==> config.mk <==
export PLATFORM = sky130hd
export DESIGN_NAME = texel_address_wrap
export DESIGN_NICKNAME = d
export VERILOG_FILES = /design/src/rtl/tawrap_pkg.sv /design/src/rtl/texel_address_wrap.sv /design/src/rtl/tawrap_cfg.sv /design/src/rtl/tawrap_prep.sv /design/src/rtl/tawrap_div_stage.sv /design/src/rtl/tawrap_index.sv
export SDC_FILE = /design/constraint.sdc
export NUM_CORES = 2
export LEC_CHECK = 0
export BUFFER_PORTS_ARGS = -buffer_cell sky130_fd_sc_hd__buf_2
export CAP_MARGIN = 10
export CORE_MARGIN = 4
export CORE_UTILIZATION = 30
export CTS_BUF_LIST = sky130_fd_sc_hd__clkbuf_4 sky130_fd_sc_hd__clkbuf_8 sky130_fd_sc_hd__clkbuf_16
export CTS_CLUSTER_DIAMETER = 40
export DETAILED_ROUTE_END_ITERATION = 10
export SYNTH_ARGS = -nofsm -noshare
export SYNTH_HDL_FRONTEND = slang
export SYNTH_SLANG_ARGS = --single-unit
export TNS_END_PERCENT = 5
==> constraint.sdc <==
create_clock -name clk -period 12.7 [get_ports clk]
set_clock_uncertainty 0.2 [all_clocks]
set_input_delay 0.635 -clock clk [delete_from_list [all_inputs] [get_ports clk]]
set_output_delay 0.635 -clock clk [all_outputs]
set_load 0.05 [all_outputs]
==> src/rtl/tawrap_pkg.sv <==
// Shared widths, codes and types for the texel address wrap unit.
`timescale 1ns / 1ps
`default_nettype none

package tawrap_pkg;

    localparam int MAX_DIM     = 4096;
    localparam int COORD_W     = 16;
    localparam int MODE_W      = 3;
    localparam int DIM_W       = 13;
    localparam int DIV_W       = DIM_W + 1;
    localparam int MAG_W       = COORD_W;
    localparam int OUT_COORD_W = 12;
    localparam int INDEX_W     = 25;
    localparam int PROD_W      = 2 * DIM_W;
    localparam int CFG_IDX_W   = 1;
    localparam int DIV_STEPS   = 4;
    localparam int DIV_STAGES  = MAG_W / DIV_STEPS;

    localparam int IN_FIELDS_W  = 2 * COORD_W;
    localparam int IN_TDATA_W   = ((IN_FIELDS_W + 7) / 8) * 8;
    localparam int OUT_FIELDS_W = 2 * OUT_COORD_W + INDEX_W;
    localparam int OUT_TDATA_W  = ((OUT_FIELDS_W + 7) / 8) * 8;

    localparam logic [CFG_IDX_W-1:0] REG_IMAGE_WIDTH  = 1'd0;
    localparam logic [CFG_IDX_W-1:0] REG_IMAGE_HEIGHT = 1'd1;

    localparam logic [MODE_W-1:0] MODE_CLAMP        = 3'd0;
    localparam logic [MODE_W-1:0] MODE_REPEAT       = 3'd1;
    localparam logic [MODE_W-1:0] MODE_MIRROR       = 3'd2;
    localparam logic [MODE_W-1:0] MODE_REPEAT_FIRST = 3'd3;
    localparam logic [MODE_W-1:0] MODE_BLACK        = 3'd4;

    typedef struct packed {
        logic [DIM_W-1:0] w;
        logic [DIM_W-1:0] h;
        logic [DIV_W-1:0] pw;
        logic [DIV_W-1:0] ph;
    } cfg_t;

    typedef struct packed {
        logic             neg;
        logic             outside;
        logic [DIM_W-1:0] base;
        logic [MAG_W-1:0] dvd;
        logic [DIV_W-1:0] dvs;
        logic [DIV_W-1:0] rem;
    } coord_t;

    typedef struct packed {
        logic [MODE_W-1:0] mode;
        coord_t            x;
        coord_t            y;
    } item_t;

endpackage

`default_nettype wire

==> src/rtl/texel_address_wrap.sv <==
// Throughput: one transaction per cycle while the output is not stalled; the remainder
// unit is 4 stages of 4 restoring steps each, followed by fold, multiply and add stages.
// Backpressure stalls each stage only when it holds data, so bubbles are absorbed.
// Reset clears every stage valid bit; both image dimensions reset to 1.
`timescale 1ns / 1ps
`default_nettype none

module texel_address_wrap (
    input  wire logic                               clk,
    input  wire logic                               rst_n,
    input  wire logic                               cfg_valid,
    output logic                                    cfg_ready,
    input  wire logic [tawrap_pkg::CFG_IDX_W-1:0]   cfg_index,
    input  wire logic [tawrap_pkg::DIM_W-1:0]       cfg_data,
    input  wire logic                               s_axis_tvalid,
    output logic                                    s_axis_tready,
    // coord_x[15:0], coord_y[31:16]
    input  wire logic [tawrap_pkg::IN_TDATA_W-1:0]  s_axis_tdata,
    // mode[2:0]
    input  wire logic [tawrap_pkg::MODE_W-1:0]      s_axis_tuser,
    output logic                                    m_axis_tvalid,
    input  wire logic                               m_axis_tready,
    // wrapped_x[11:0], wrapped_y[23:12], linear_index[48:24], zero pad above
    output logic [tawrap_pkg::OUT_TDATA_W-1:0]      m_axis_tdata,
    // is_black[0]
    output logic                                    m_axis_tuser
);
    import tawrap_pkg::*;

    cfg_t              cfg;
    logic              node_valid [DIV_STAGES+1];
    logic              node_ready [DIV_STAGES+1];
    item_t             node_item  [DIV_STAGES+1];
    logic [DIM_W-1:0]  wx;
    logic [DIM_W-1:0]  wy;
    logic [INDEX_W-1:0] index;

    tawrap_cfg u_cfg (
        .clk       (clk),
        .rst_n     (rst_n),
        .cfg_valid (cfg_valid),
        .cfg_ready (cfg_ready),
        .cfg_index (cfg_index),
        .cfg_data  (cfg_data),
        .cfg       (cfg)
    );

    tawrap_prep u_prep (
        .clk       (clk),
        .rst_n     (rst_n),
        .cfg       (cfg),
        .in_valid  (s_axis_tvalid),
        .in_ready  (s_axis_tready),
        .in_data   (s_axis_tdata),
        .in_mode   (s_axis_tuser),
        .out_valid (node_valid[0]),
        .out_ready (node_ready[0]),
        .out_item  (node_item[0])
    );

    for (genvar i = 0; i < DIV_STAGES; i++)
    begin : g_div
        tawrap_div_stage u_stage (
            .clk       (clk),
            .rst_n     (rst_n),
            .in_valid  (node_valid[i]),
            .in_ready  (node_ready[i]),
            .in_item   (node_item[i]),
            .out_valid (node_valid[i+1]),
            .out_ready (node_ready[i+1]),
            .out_item  (node_item[i+1])
        );
    end

    tawrap_index u_index (
        .clk          (clk),
        .rst_n        (rst_n),
        .cfg          (cfg),
        .in_valid     (node_valid[DIV_STAGES]),
        .in_ready     (node_ready[DIV_STAGES]),
        .in_item      (node_item[DIV_STAGES]),
        .out_valid    (m_axis_tvalid),
        .out_ready    (m_axis_tready),
        .wrapped_x    (wx),
        .wrapped_y    (wy),
        .linear_index (index),
        .is_black     (m_axis_tuser)
    );

    assign m_axis_tdata = {{(OUT_TDATA_W-OUT_FIELDS_W){1'b0}}, index,
                           wy[OUT_COORD_W-1:0], wx[OUT_COORD_W-1:0]};

endmodule

`default_nettype wire

==> src/rtl/tawrap_cfg.sv <==
// Configuration registers holding the effective image dimensions and mirror periods.
`timescale 1ns / 1ps
`default_nettype none

module tawrap_cfg (
    input  wire logic                             clk,
    input  wire logic                             rst_n,
    input  wire logic                             cfg_valid,
    output logic                                  cfg_ready,
    input  wire logic [tawrap_pkg::CFG_IDX_W-1:0] cfg_index,
    input  wire logic [tawrap_pkg::DIM_W-1:0]     cfg_data,
    output tawrap_pkg::cfg_t                      cfg
);
    import tawrap_pkg::*;

    logic [DIM_W-1:0] eff_next;
    logic [DIV_W-1:0] per_next;
    cfg_t             cfg_reg;

    always_comb
    begin
        if (cfg_data == '0)
            eff_next = DIM_W'(1);
        else if (32'(cfg_data) > MAX_DIM)
            eff_next = DIM_W'(MAX_DIM);
        else
            eff_next = cfg_data;
        per_next = {eff_next, 1'b0} - DIV_W'(2);
    end

    always_ff @(posedge clk or negedge rst_n)
    begin
        if (!rst_n)
        begin
            cfg_reg.w  <= DIM_W'(1);
            cfg_reg.h  <= DIM_W'(1);
            cfg_reg.pw <= '0;
            cfg_reg.ph <= '0;
        end
        else if (cfg_valid)
        begin
            case (cfg_index)
                REG_IMAGE_WIDTH:
                begin
                    cfg_reg.w  <= eff_next;
                    cfg_reg.pw <= per_next;
                end
                REG_IMAGE_HEIGHT:
                begin
                    cfg_reg.h  <= eff_next;
                    cfg_reg.ph <= per_next;
                end
                default:
                begin
                    cfg_reg <= cfg_reg;
                end
            endcase
        end
    end

    assign cfg_ready = 1'b1;
    assign cfg       = cfg_reg;

endmodule

`default_nettype wire

==> src/rtl/tawrap_prep.sv <==
// Input stage: magnitude, range test, clamp value and divisor selection per coordinate.
`timescale 1ns / 1ps
`default_nettype none

module tawrap_prep (
    input  wire logic                              clk,
    input  wire logic                              rst_n,
    input  wire tawrap_pkg::cfg_t                  cfg,
    input  wire logic                              in_valid,
    output logic                                   in_ready,
    input  wire logic [tawrap_pkg::IN_TDATA_W-1:0] in_data,
    input  wire logic [tawrap_pkg::MODE_W-1:0]     in_mode,
    output logic                                   out_valid,
    input  wire logic                              out_ready,
    output tawrap_pkg::item_t                      out_item
);
    import tawrap_pkg::*;

    function automatic coord_t prep_coord(
        input logic [COORD_W-1:0] a,
        input logic [DIM_W-1:0]   d,
        input logic [DIV_W-1:0]   p,
        input logic               mirror
    );
        coord_t           c;
        logic [MAG_W-1:0] mag;
        mag       = a[COORD_W-1] ? MAG_W'(-a) : MAG_W'(a);
        c.neg     = a[COORD_W-1];
        c.outside = c.neg || (mag >= MAG_W'(d));
        if (c.neg)
            c.base = '0;
        else if (c.outside)
            c.base = d - DIM_W'(1);
        else
            c.base = a[DIM_W-1:0];
        c.dvd = mag;
        c.dvs = mirror ? p : DIV_W'(d);
        c.rem = '0;
        return c;
    endfunction

    logic  valid_reg;
    item_t item_reg;
    item_t item_next;
    logic  mirror;

    always_comb
    begin
        mirror         = (in_mode == MODE_MIRROR);
        item_next.mode = in_mode;
        item_next.x    = prep_coord(in_data[COORD_W-1:0], cfg.w, cfg.pw, mirror);
        item_next.y    = prep_coord(in_data[2*COORD_W-1:COORD_W], cfg.h, cfg.ph, mirror);
    end

    assign in_ready = !valid_reg || out_ready;

    always_ff @(posedge clk or negedge rst_n)
    begin
        if (!rst_n)
            valid_reg <= 1'b0;
        else if (in_ready)
            valid_reg <= in_valid;
    end

    always_ff @(posedge clk)
    begin
        if (in_valid && in_ready)
            item_reg <= item_next;
    end

    assign out_valid = valid_reg;
    assign out_item  = item_reg;

endmodule

`default_nettype wire

==> src/rtl/tawrap_div_stage.sv <==
// One stage of the pipelined remainder unit: several restoring steps on both coordinates.
`timescale 1ns / 1ps
`default_nettype none

module tawrap_div_stage (
    input  wire logic              clk,
    input  wire logic              rst_n,
    input  wire logic              in_valid,
    output logic                   in_ready,
    input  wire tawrap_pkg::item_t in_item,
    output logic                   out_valid,
    input  wire logic              out_ready,
    output tawrap_pkg::item_t      out_item
);
    import tawrap_pkg::*;

    function automatic coord_t div_steps(input coord_t c);
        coord_t         r;
        logic [DIV_W:0] t;
        r = c;
        for (int k = 0; k < DIV_STEPS; k++)
        begin
            t = {r.rem, r.dvd[MAG_W-1]};
            if (t >= {1'b0, r.dvs})
                t = t - {1'b0, r.dvs};
            r.rem = t[DIV_W-1:0];
            r.dvd = {r.dvd[MAG_W-2:0], 1'b0};
        end
        return r;
    endfunction

    logic  valid_reg;
    item_t item_reg;
    item_t item_next;

    always_comb
    begin
        item_next      = in_item;
        item_next.x    = div_steps(in_item.x);
        item_next.y    = div_steps(in_item.y);
    end

    assign in_ready = !valid_reg || out_ready;

    always_ff @(posedge clk or negedge rst_n)
    begin
        if (!rst_n)
            valid_reg <= 1'b0;
        else if (in_ready)
            valid_reg <= in_valid;
    end

    always_ff @(posedge clk)
    begin
        if (in_valid && in_ready)
            item_reg <= item_next;
    end

    assign out_valid = valid_reg;
    assign out_item  = item_reg;

endmodule

`default_nettype wire

==> src/rtl/tawrap_index.sv <==
// Back end: wrap folding, row multiply and final index add, three register stages.
`timescale 1ns / 1ps
`default_nettype none

module tawrap_index (
    input  wire logic                         clk,
    input  wire logic                         rst_n,
    input  wire tawrap_pkg::cfg_t             cfg,
    input  wire logic                         in_valid,
    output logic                              in_ready,
    input  wire tawrap_pkg::item_t            in_item,
    output logic                              out_valid,
    input  wire logic                         out_ready,
    output logic [tawrap_pkg::DIM_W-1:0]      wrapped_x,
    output logic [tawrap_pkg::DIM_W-1:0]      wrapped_y,
    output logic [tawrap_pkg::INDEX_W-1:0]    linear_index,
    output logic                              is_black
);
    import tawrap_pkg::*;

    function automatic logic [DIM_W-1:0] fold(
        input coord_t            c,
        input logic [MODE_W-1:0] mode,
        input logic              outside_any,
        input logic [DIM_W-1:0]  d,
        input logic [DIV_W-1:0]  p
    );
        logic [DIM_W-1:0] r;
        case (mode)
            MODE_REPEAT:
            begin
                if (c.rem == '0 || !c.neg)
                    r = c.rem[DIM_W-1:0];
                else
                    r = d - c.rem[DIM_W-1:0];
            end
            MODE_MIRROR:
            begin
                if (d == DIM_W'(1))
                    r = '0;
                else if (c.rem >= DIV_W'(d))
                    r = DIM_W'(p - c.rem);
                else
                    r = c.rem[DIM_W-1:0];
            end
            MODE_REPEAT_FIRST, MODE_BLACK:
            begin
                r = outside_any ? '0 : c.base;
            end
            default:
            begin
                r = c.base;
            end
        endcase
        return r;
    endfunction

    logic              s1_ready;
    logic              s2_ready;
    logic              s3_ready;
    logic              outside_any;
    logic [DIM_W-1:0]  wx_next;
    logic [DIM_W-1:0]  wy_next;
    logic              black_next;
    logic [DIM_W-1:0]  row_sel;

    logic              s1_valid_reg;
    logic [DIM_W-1:0]  s1_wx_reg;
    logic [DIM_W-1:0]  s1_wy_reg;
    logic              s1_black_reg;

    logic              s2_valid_reg;
    logic [DIM_W-1:0]  s2_wx_reg;
    logic [DIM_W-1:0]  s2_wy_reg;
    logic              s2_black_reg;
    logic [PROD_W-1:0] s2_prod_reg;

    logic              s3_valid_reg;
    logic [DIM_W-1:0]  s3_wx_reg;
    logic [DIM_W-1:0]  s3_wy_reg;
    logic              s3_black_reg;
    logic [INDEX_W-1:0] s3_index_reg;
    logic [INDEX_W-1:0] index_next;

    always_comb
    begin
        outside_any = in_item.x.outside || in_item.y.outside;
        wx_next     = fold(in_item.x, in_item.mode, outside_any, cfg.w, cfg.pw);
        wy_next     = fold(in_item.y, in_item.mode, outside_any, cfg.h, cfg.ph);
        black_next  = (in_item.mode == MODE_BLACK) && outside_any;
    end

    // black texel index is w*h, so the row operand becomes h
    assign row_sel    = s1_black_reg ? cfg.h : s1_wy_reg;
    assign index_next = INDEX_W'(s2_prod_reg + (s2_black_reg ? '0 : PROD_W'(s2_wx_reg)));

    assign s3_ready = !s3_valid_reg || out_ready;
    assign s2_ready = !s2_valid_reg || s3_ready;
    assign s1_ready = !s1_valid_reg || s2_ready;
    assign in_ready = s1_ready;

    always_ff @(posedge clk or negedge rst_n)
    begin
        if (!rst_n)
        begin
            s1_valid_reg <= 1'b0;
            s2_valid_reg <= 1'b0;
            s3_valid_reg <= 1'b0;
        end
        else
        begin
            if (s1_ready)
                s1_valid_reg <= in_valid;
            if (s2_ready)
                s2_valid_reg <= s1_valid_reg;
            if (s3_ready)
                s3_valid_reg <= s2_valid_reg;
        end
    end

    always_ff @(posedge clk)
    begin
        if (in_valid && s1_ready)
        begin
            s1_wx_reg    <= wx_next;
            s1_wy_reg    <= wy_next;
            s1_black_reg <= black_next;
        end
        if (s1_valid_reg && s2_ready)
        begin
            s2_wx_reg    <= s1_wx_reg;
            s2_wy_reg    <= s1_wy_reg;
            s2_black_reg <= s1_black_reg;
            s2_prod_reg  <= PROD_W'(row_sel) * PROD_W'(cfg.w);
        end
        if (s2_valid_reg && s3_ready)
        begin
            s3_wx_reg    <= s2_wx_reg;
            s3_wy_reg    <= s2_wy_reg;
            s3_black_reg <= s2_black_reg;
            s3_index_reg <= index_next;
        end
    end

    assign out_valid    = s3_valid_reg;
    assign wrapped_x    = s3_wx_reg;
    assign wrapped_y    = s3_wy_reg;
    assign linear_index = s3_index_reg;
    assign is_black     = s3_black_reg;

endmodule

`default_nettype wire
* After elaboration in Yosys (flattened, before gate mapping)
Cells that the tools add are included.
W data, S select, Z words.
** Storage, ports and cells
- Register bits :: 659
** Cells by class
- Add/subtract/negate cells :: 42
- Multiply operators :: 1
- Order comparisons :: 37
- Equality and inequality tests :: 7
- Mux-type cells :: 52
- Bitwise gates (word level) :: 1
- Reduce and logical (&&, ||, !) cells :: 38
** Operator list (count)
- $ge A15 B14 Y1 :: 30
- $mux W14 :: 32
- $sub A14 B14 Y14 :: 30
- $mux W13 :: 16
- $pmux W13 S3 :: 2
- $sub A13 B13 Y13 :: 4
- $ge A16 B13 Y1 :: 2
- $mux W16 :: 2
- $neg A16 Y16 :: 2
- $ge A1 B14 Y1 :: 2
- $ge A14 B13 Y1 :: 2
- $logic_not A14 Y1 :: 2
- $sub A1 B14 Y14 :: 2
- $eq A13 B1 Y1 const B :: 2
- $sub A13 B1 Y13 const B :: 2
- $add A25 B13 Y25 :: 1
- $mul A13 B13 Y25 :: 1
- $sub A14 B2 Y14 const B :: 1
- $gt A13 B13 Y1 const B :: 1
- $logic_not A13 Y1 :: 1
- $logic_or A1 B1 Y1 :: 13
- $logic_not A1 Y1 :: 10
- $eq A3 B2 Y1 const B :: 3
- $logic_and A1 B1 Y1 :: 9
- 5 further kinds :: 6

* Logic depth before layout (Yosys ltp)
- Word-level depth :: 10
- Gate-level depth with buffers :: 48
- Gate-level depth less buffers :: 43

* Cells and area by module
A second synthesis with hierarchy kept.
** Second synthesis, totals
- Cells, all modules :: 6322
- Area total of the unflattened synthesis :: 62382.3 sq um
** By module, submodules not included
- tawrap_index :: instances 1, cells an instance 1485, area an instance 14209.9 sq um, sequential area each 4008.8 sq um
- tawrap_div_stage (g_div[0].u_stage) :: instances 1, cells an instance 1054, area an instance 10302.4 sq um, sequential area each 3418.3 sq um
- tawrap_div_stage (g_div[2].u_stage) :: instances 1, cells an instance 1003, area an instance 10138.5 sq um, sequential area each 3418.3 sq um
- tawrap_div_stage (g_div[1].u_stage) :: instances 1, cells an instance 1065, area an instance 10133.5 sq um, sequential area each 3418.3 sq um
- tawrap_div_stage (g_div[3].u_stage) :: instances 1, cells an instance 993, area an instance 9983.3 sq um, sequential area each 3418.3 sq um
- tawrap_prep :: instances 1, cells an instance 477, area an instance 5275.1 sq um, sequential area each 2817.7 sq um
- tawrap_cfg :: instances 1, cells an instance 237, area an instance 2283.4 sq um, sequential area each 1303.8 sq um
- texel_address_wrap :: instances 1, cells an instance 8, area an instance 56.3 sq um, sequential area each 0.0 sq um

* Worst setup path after synthesis
Ideal clock, no wire load.
- Path type :: flip-flop to flip-flop
- Start :: register g_div[1].u_stage.item_reg (netlist bit g_div[1].u_stage.out_item[74])
- End :: register g_div[2].u_stage.item_reg (netlist bit g_div[2].u_stage.out_item[64]) (data pin)
- Library setup time :: 0.260 ns
- Arrival time :: 9.882 ns
- Data required time :: 12.240 ns
- Path slack :: 2.358 ns
- Stages on the path, launching flop included :: 44
- Buffers on the path :: 5
- Period minus slack after synthesis :: 10.342 ns
- Cells stage by stage :: edfxtp_1 inv_1 ha_1 nor2b_1 o31a_1 o21ai_2 a21oi_2 nor3_4 clkbuf_1 nor2_1 a21oi_1 inv_1 ha_1 nor2b_1 o31a_1 o31ai_1 a211oi_1 o21a_1 [8 not listed] nor2b_1 nor3_1 and2_1 buf_2 buf_2 o21ai_0 ha_1 nor2b_1 o31a_1 o211ai_1 a211oi_1 o31ai_1 o21bai_1 a21oi_1 nor2b_1 a2111oi_4 buf_6 mux2_2
** RTL lines
- start, declared :: RTL line tawrap_div_stage.sv:33 : item_t item_reg;
- start signal, assigned :: RTL line tawrap_div_stage.sv:56 : item_reg <= item_next;
- end signal, assigned :: RTL line tawrap_div_stage.sv:56
- end, declared :: RTL line tawrap_div_stage.sv:33

==> results by group <==
Route
  – Total wire length: 160 mm
  – Drt pass-1 iters: 6
  – WL met1: 70.5 mm
  – Top routing layer used: met5
  – Met2 WL: 75.9 mm
  – Avg WL per Cell: 18.7 um
  – Post-DR vias/cell: 5.18
  – Routed via count: 44200
  – Residual DRC count: 0
  – DR iter-0 viols: 3266
  – DRT antenna net count: 0
  – Met3 WL post-DR: 7.51 mm

Worst setup path
  – Startpoint types: flop
  – Arr. time, crit path: 11.96 ns
  – Worst reg2reg endpoint: g_div[1].u_stage.out_item[11]
  – Reg2Reg Setup Slack: 0.99 ns
  – Largest stage delay, worst path: 0.58 ns
  – CP max-delay cell: nor4b_2
  – Setup crit end kind: flop
  – Worst Setup SP: g_div[0].u_stage.out_item[15]
  – Critical Path RT: 12.95 ns
  – Reg-to-Reg Start: g_div[0].u_stage.out_item[15]
  – Crit-path max FO: 15
  – Crit path kind: flop to flop
  – Setup crit end: g_div[1].u_stage.out_item[11]
  – FF-to-FF path depth: 40

CTS
  – Clock-pin slew on the worst setup and hold paths: 0.06 ns
  – # resized after CTS: 0
  – Root Buffer Master: clkbuf_16
  – Skew-Pair Late Insertion Delay: 0.74 ns
  – Post-CTS setup buffer count: 0
  – CTS tree: yes
  – TritonCTS Buffers: 105
  – Longest Clk Path Bufs: 3
  – # clock sinks: 657
  – Number of H-tree levels: 3
  – Hold buffer count at cts: 5

Die
  – IO Pins: 114
  – Initial Util: 30.2%
  – DIE WIDTH: 443 um
  – Core area: 188000 um^2
  – FP Rows: 159
  – Full die area: 197000 um^2
  – Vert. Die Dim: 443 um

Final layout
  – Nets: 6746
  – Commonest non-fill, non-tap cell in the layout: ha_1
  – Fillers: 19000
  – Multi-input logic area: 35000 um^2
  – Max FFs per register: 376
  – Area Overhead vs Synth: 12.9%
  – Layout cells sized above 1: 10.7%
  – Cell Count, Final, Fillers Out: 8532
  – Most frequent cells in the layout: ha_1 (610), edfxtp_1 (597), inv_1 (520)
  – Sequential Area: 19400 um^2

Timing
  – Max-Slew Margin vs Limit: 19.9%
  – Final cycle utilization of the critical path: 92.2%
  – Post-route minimum period: 11.71 ns
  – Fmax: 0.0854 GHz
  – Endpoints failing hold: 0
  – Finish-stage setup viols: 0
  – Unrepaired setup endpoints after global routing: no
  – Post-route setup TNS: 0 ns
  – Worst-margin pin slew: 1.20 ns
  – Slew Limit Fails: 0

Global route
  – Tot GR Track Use: 15.8%
  – Initial antenna violation count: 32
  – Total gr overflow: 0
  – Vias in the first global route: 43600
  – Largest net degree at the start of global routing: 62
  – First-pass GRT wire length: 249 mm

Min path
  – HP Class: primary input to flop

Synthesis
  – Multiplexer share of the synthesized area: 7.17%
  – Cell variety after synth: 105
  – Post-Syn Instances: 5799
  – Synth Area in Adders: 18.9%
  – XOR/XNOR Fraction of Synth Area: 6.31%
  – Synth area leader: edfxtp_1
  – Synth Flop Type: edfxtp_1
  – Synth Area in Simple Gates: 13.5%
  – Avg Cell Area, Syn: 9.81 um^2
  – Ys Warns: 0
  – Yosys top cell area share: 31.5%
  – Synth async-reset ratio: 9.13%
  – Largest cells by area after synthesis: edfxtp_1 (32%), ha_1 (13%), fa_1 (5.5%)
  – Syn Std Cell Area: 56900 um^2
  – Largest family of logic cells by synthesized area: adder cells
  – Number of synthesized flops with an enable pin: 597
  – Yosys reg bits: 657
  – Post-synthesis sequential area ratio: 34.2%
  – Synth Area in Compound Gates: 15.4%

Run status
  – Status: finished, final reports clean

Placement
  – Placed Cells: 8310
  – Post-DP HPWL: 125 mm
  – Gpl congestion: 0.913
  – # port buffers: 105

Run
  – Max Cap Viol: 0
-- area by class of cell --
cell class,instances,share of cell area (%)
Sequential cell,657,30.3
Clock buffer,113,4.18
Tap cell,2495,4.86
Multi-Input combinational cell,4491,54.5
Clock inverter,85,1.74
Antenna cell,19,0.0740
Timing Repair Buffer,151,1.38
Inverter,521,3.05
-- synthesized netlist by cell type (28+ instances only) --
master      n
a211oi_1   62
a21boi_0   28
a21o_1    121
a21oi_1   346
a31oi_1    34
and2_1     69
and3_1     28
clkbuf_1   93
dfrtp_1    58
edfxtp_1  597
fa_1      155
ha_1      610
inv_1     520
mux2_1     45
mux2_2    197
mux2i_1    95
nand2_1   440
nand2b_1   76
nand3_1    78
nand4_1    84
nor2_1    429
nor2b_1   110
nor3_1    118
nor4_1     50
o211ai_1   33
o21a_1     96
o21ai_0   325
o21bai_1   51
o31ai_1    36
or3_1      42
xnor2_1   305
xor2_1    105
-- kinds of logic after synthesis --
logic type | Yosys count
AOI/OAI and AO/OA | 1346
xor gates and xnor gates | 410
adders and majority gates | 765
buffers and inverters | 657
DFF | 657
muxes | 364
other | 2
and+or+nand+nor | 1598
-- worst min path at each step --
| stage | end | startpoint | cells after the start | slack (ns) |
|---|---|---|---|---|
| 6_report | u_cfg.cfg[46] | cfg_data[5] | 3 | 0.06 |
| 5_1_grt | u_prep.out_item[120] | s_axis_tuser[2] | 1 | 0.02 |
| 4_1_cts | u_cfg.cfg[46] | cfg_data[5] | 3 | 0.01 |
| 3_5_place_dp | g_div[0].u_stage.out_item[33] | u_prep.out_item[29] | 0 | 0.20 |
| 3_3_place_gp | g_div[1].u_stage.out_item[109] | g_div[0].u_stage.out_item[109] | 0 | 0.20 |
| 2_1_floorplan | g_div[0].u_stage.out_valid | rst_n | 0 | 0.14 |
-- worst max-delay path: cells and delay by family (launching register included) --
| family | cells | cell delay (ns) |
|---|---|---|
| AOI/OAI and AO/OA | 18 | 4.65 |
| adders and majority gates | 4 | 1.13 |
| DFF | 1 | 0.50 |
| muxes | 5 | 2.08 |
| buffers and inverters | 6 | 1.27 |
| and+or+nand+nor | 7 | 1.59 |
-- routing by layer --
layer	up-vias	track usage, %
li1	21300	-
met1	21400	20.7
met2	1189	26.7
met3	293	1.82
met4	2	6.39
met5	-	0
-- stage by stage --
| stage | hold WS, ns | setup slack [ns] | cell area [um^2] | util (%) |
|---|---|---|---|---|
| after global routing | 0.0195 | 0.148 | 64200 | 34.1 |
| final | 0.0623 | 0.988 | 64200 | 34.1 |
| after CTS | 0.0108 | 1.02 | 64200 | 34.1 |
| after detailed placement | 0.205 | 1.07 | 60300 | 32.1 |
| after global placement | 0.200 | 1.37 | 60300 | 32.1 |
| after floorplan | 0.139 | 2.36 | 56900 | - |
Power is left out: the tool's default activity adds up to more than one toggle a clock period on the data nets, which glitch-free logic cannot reach.
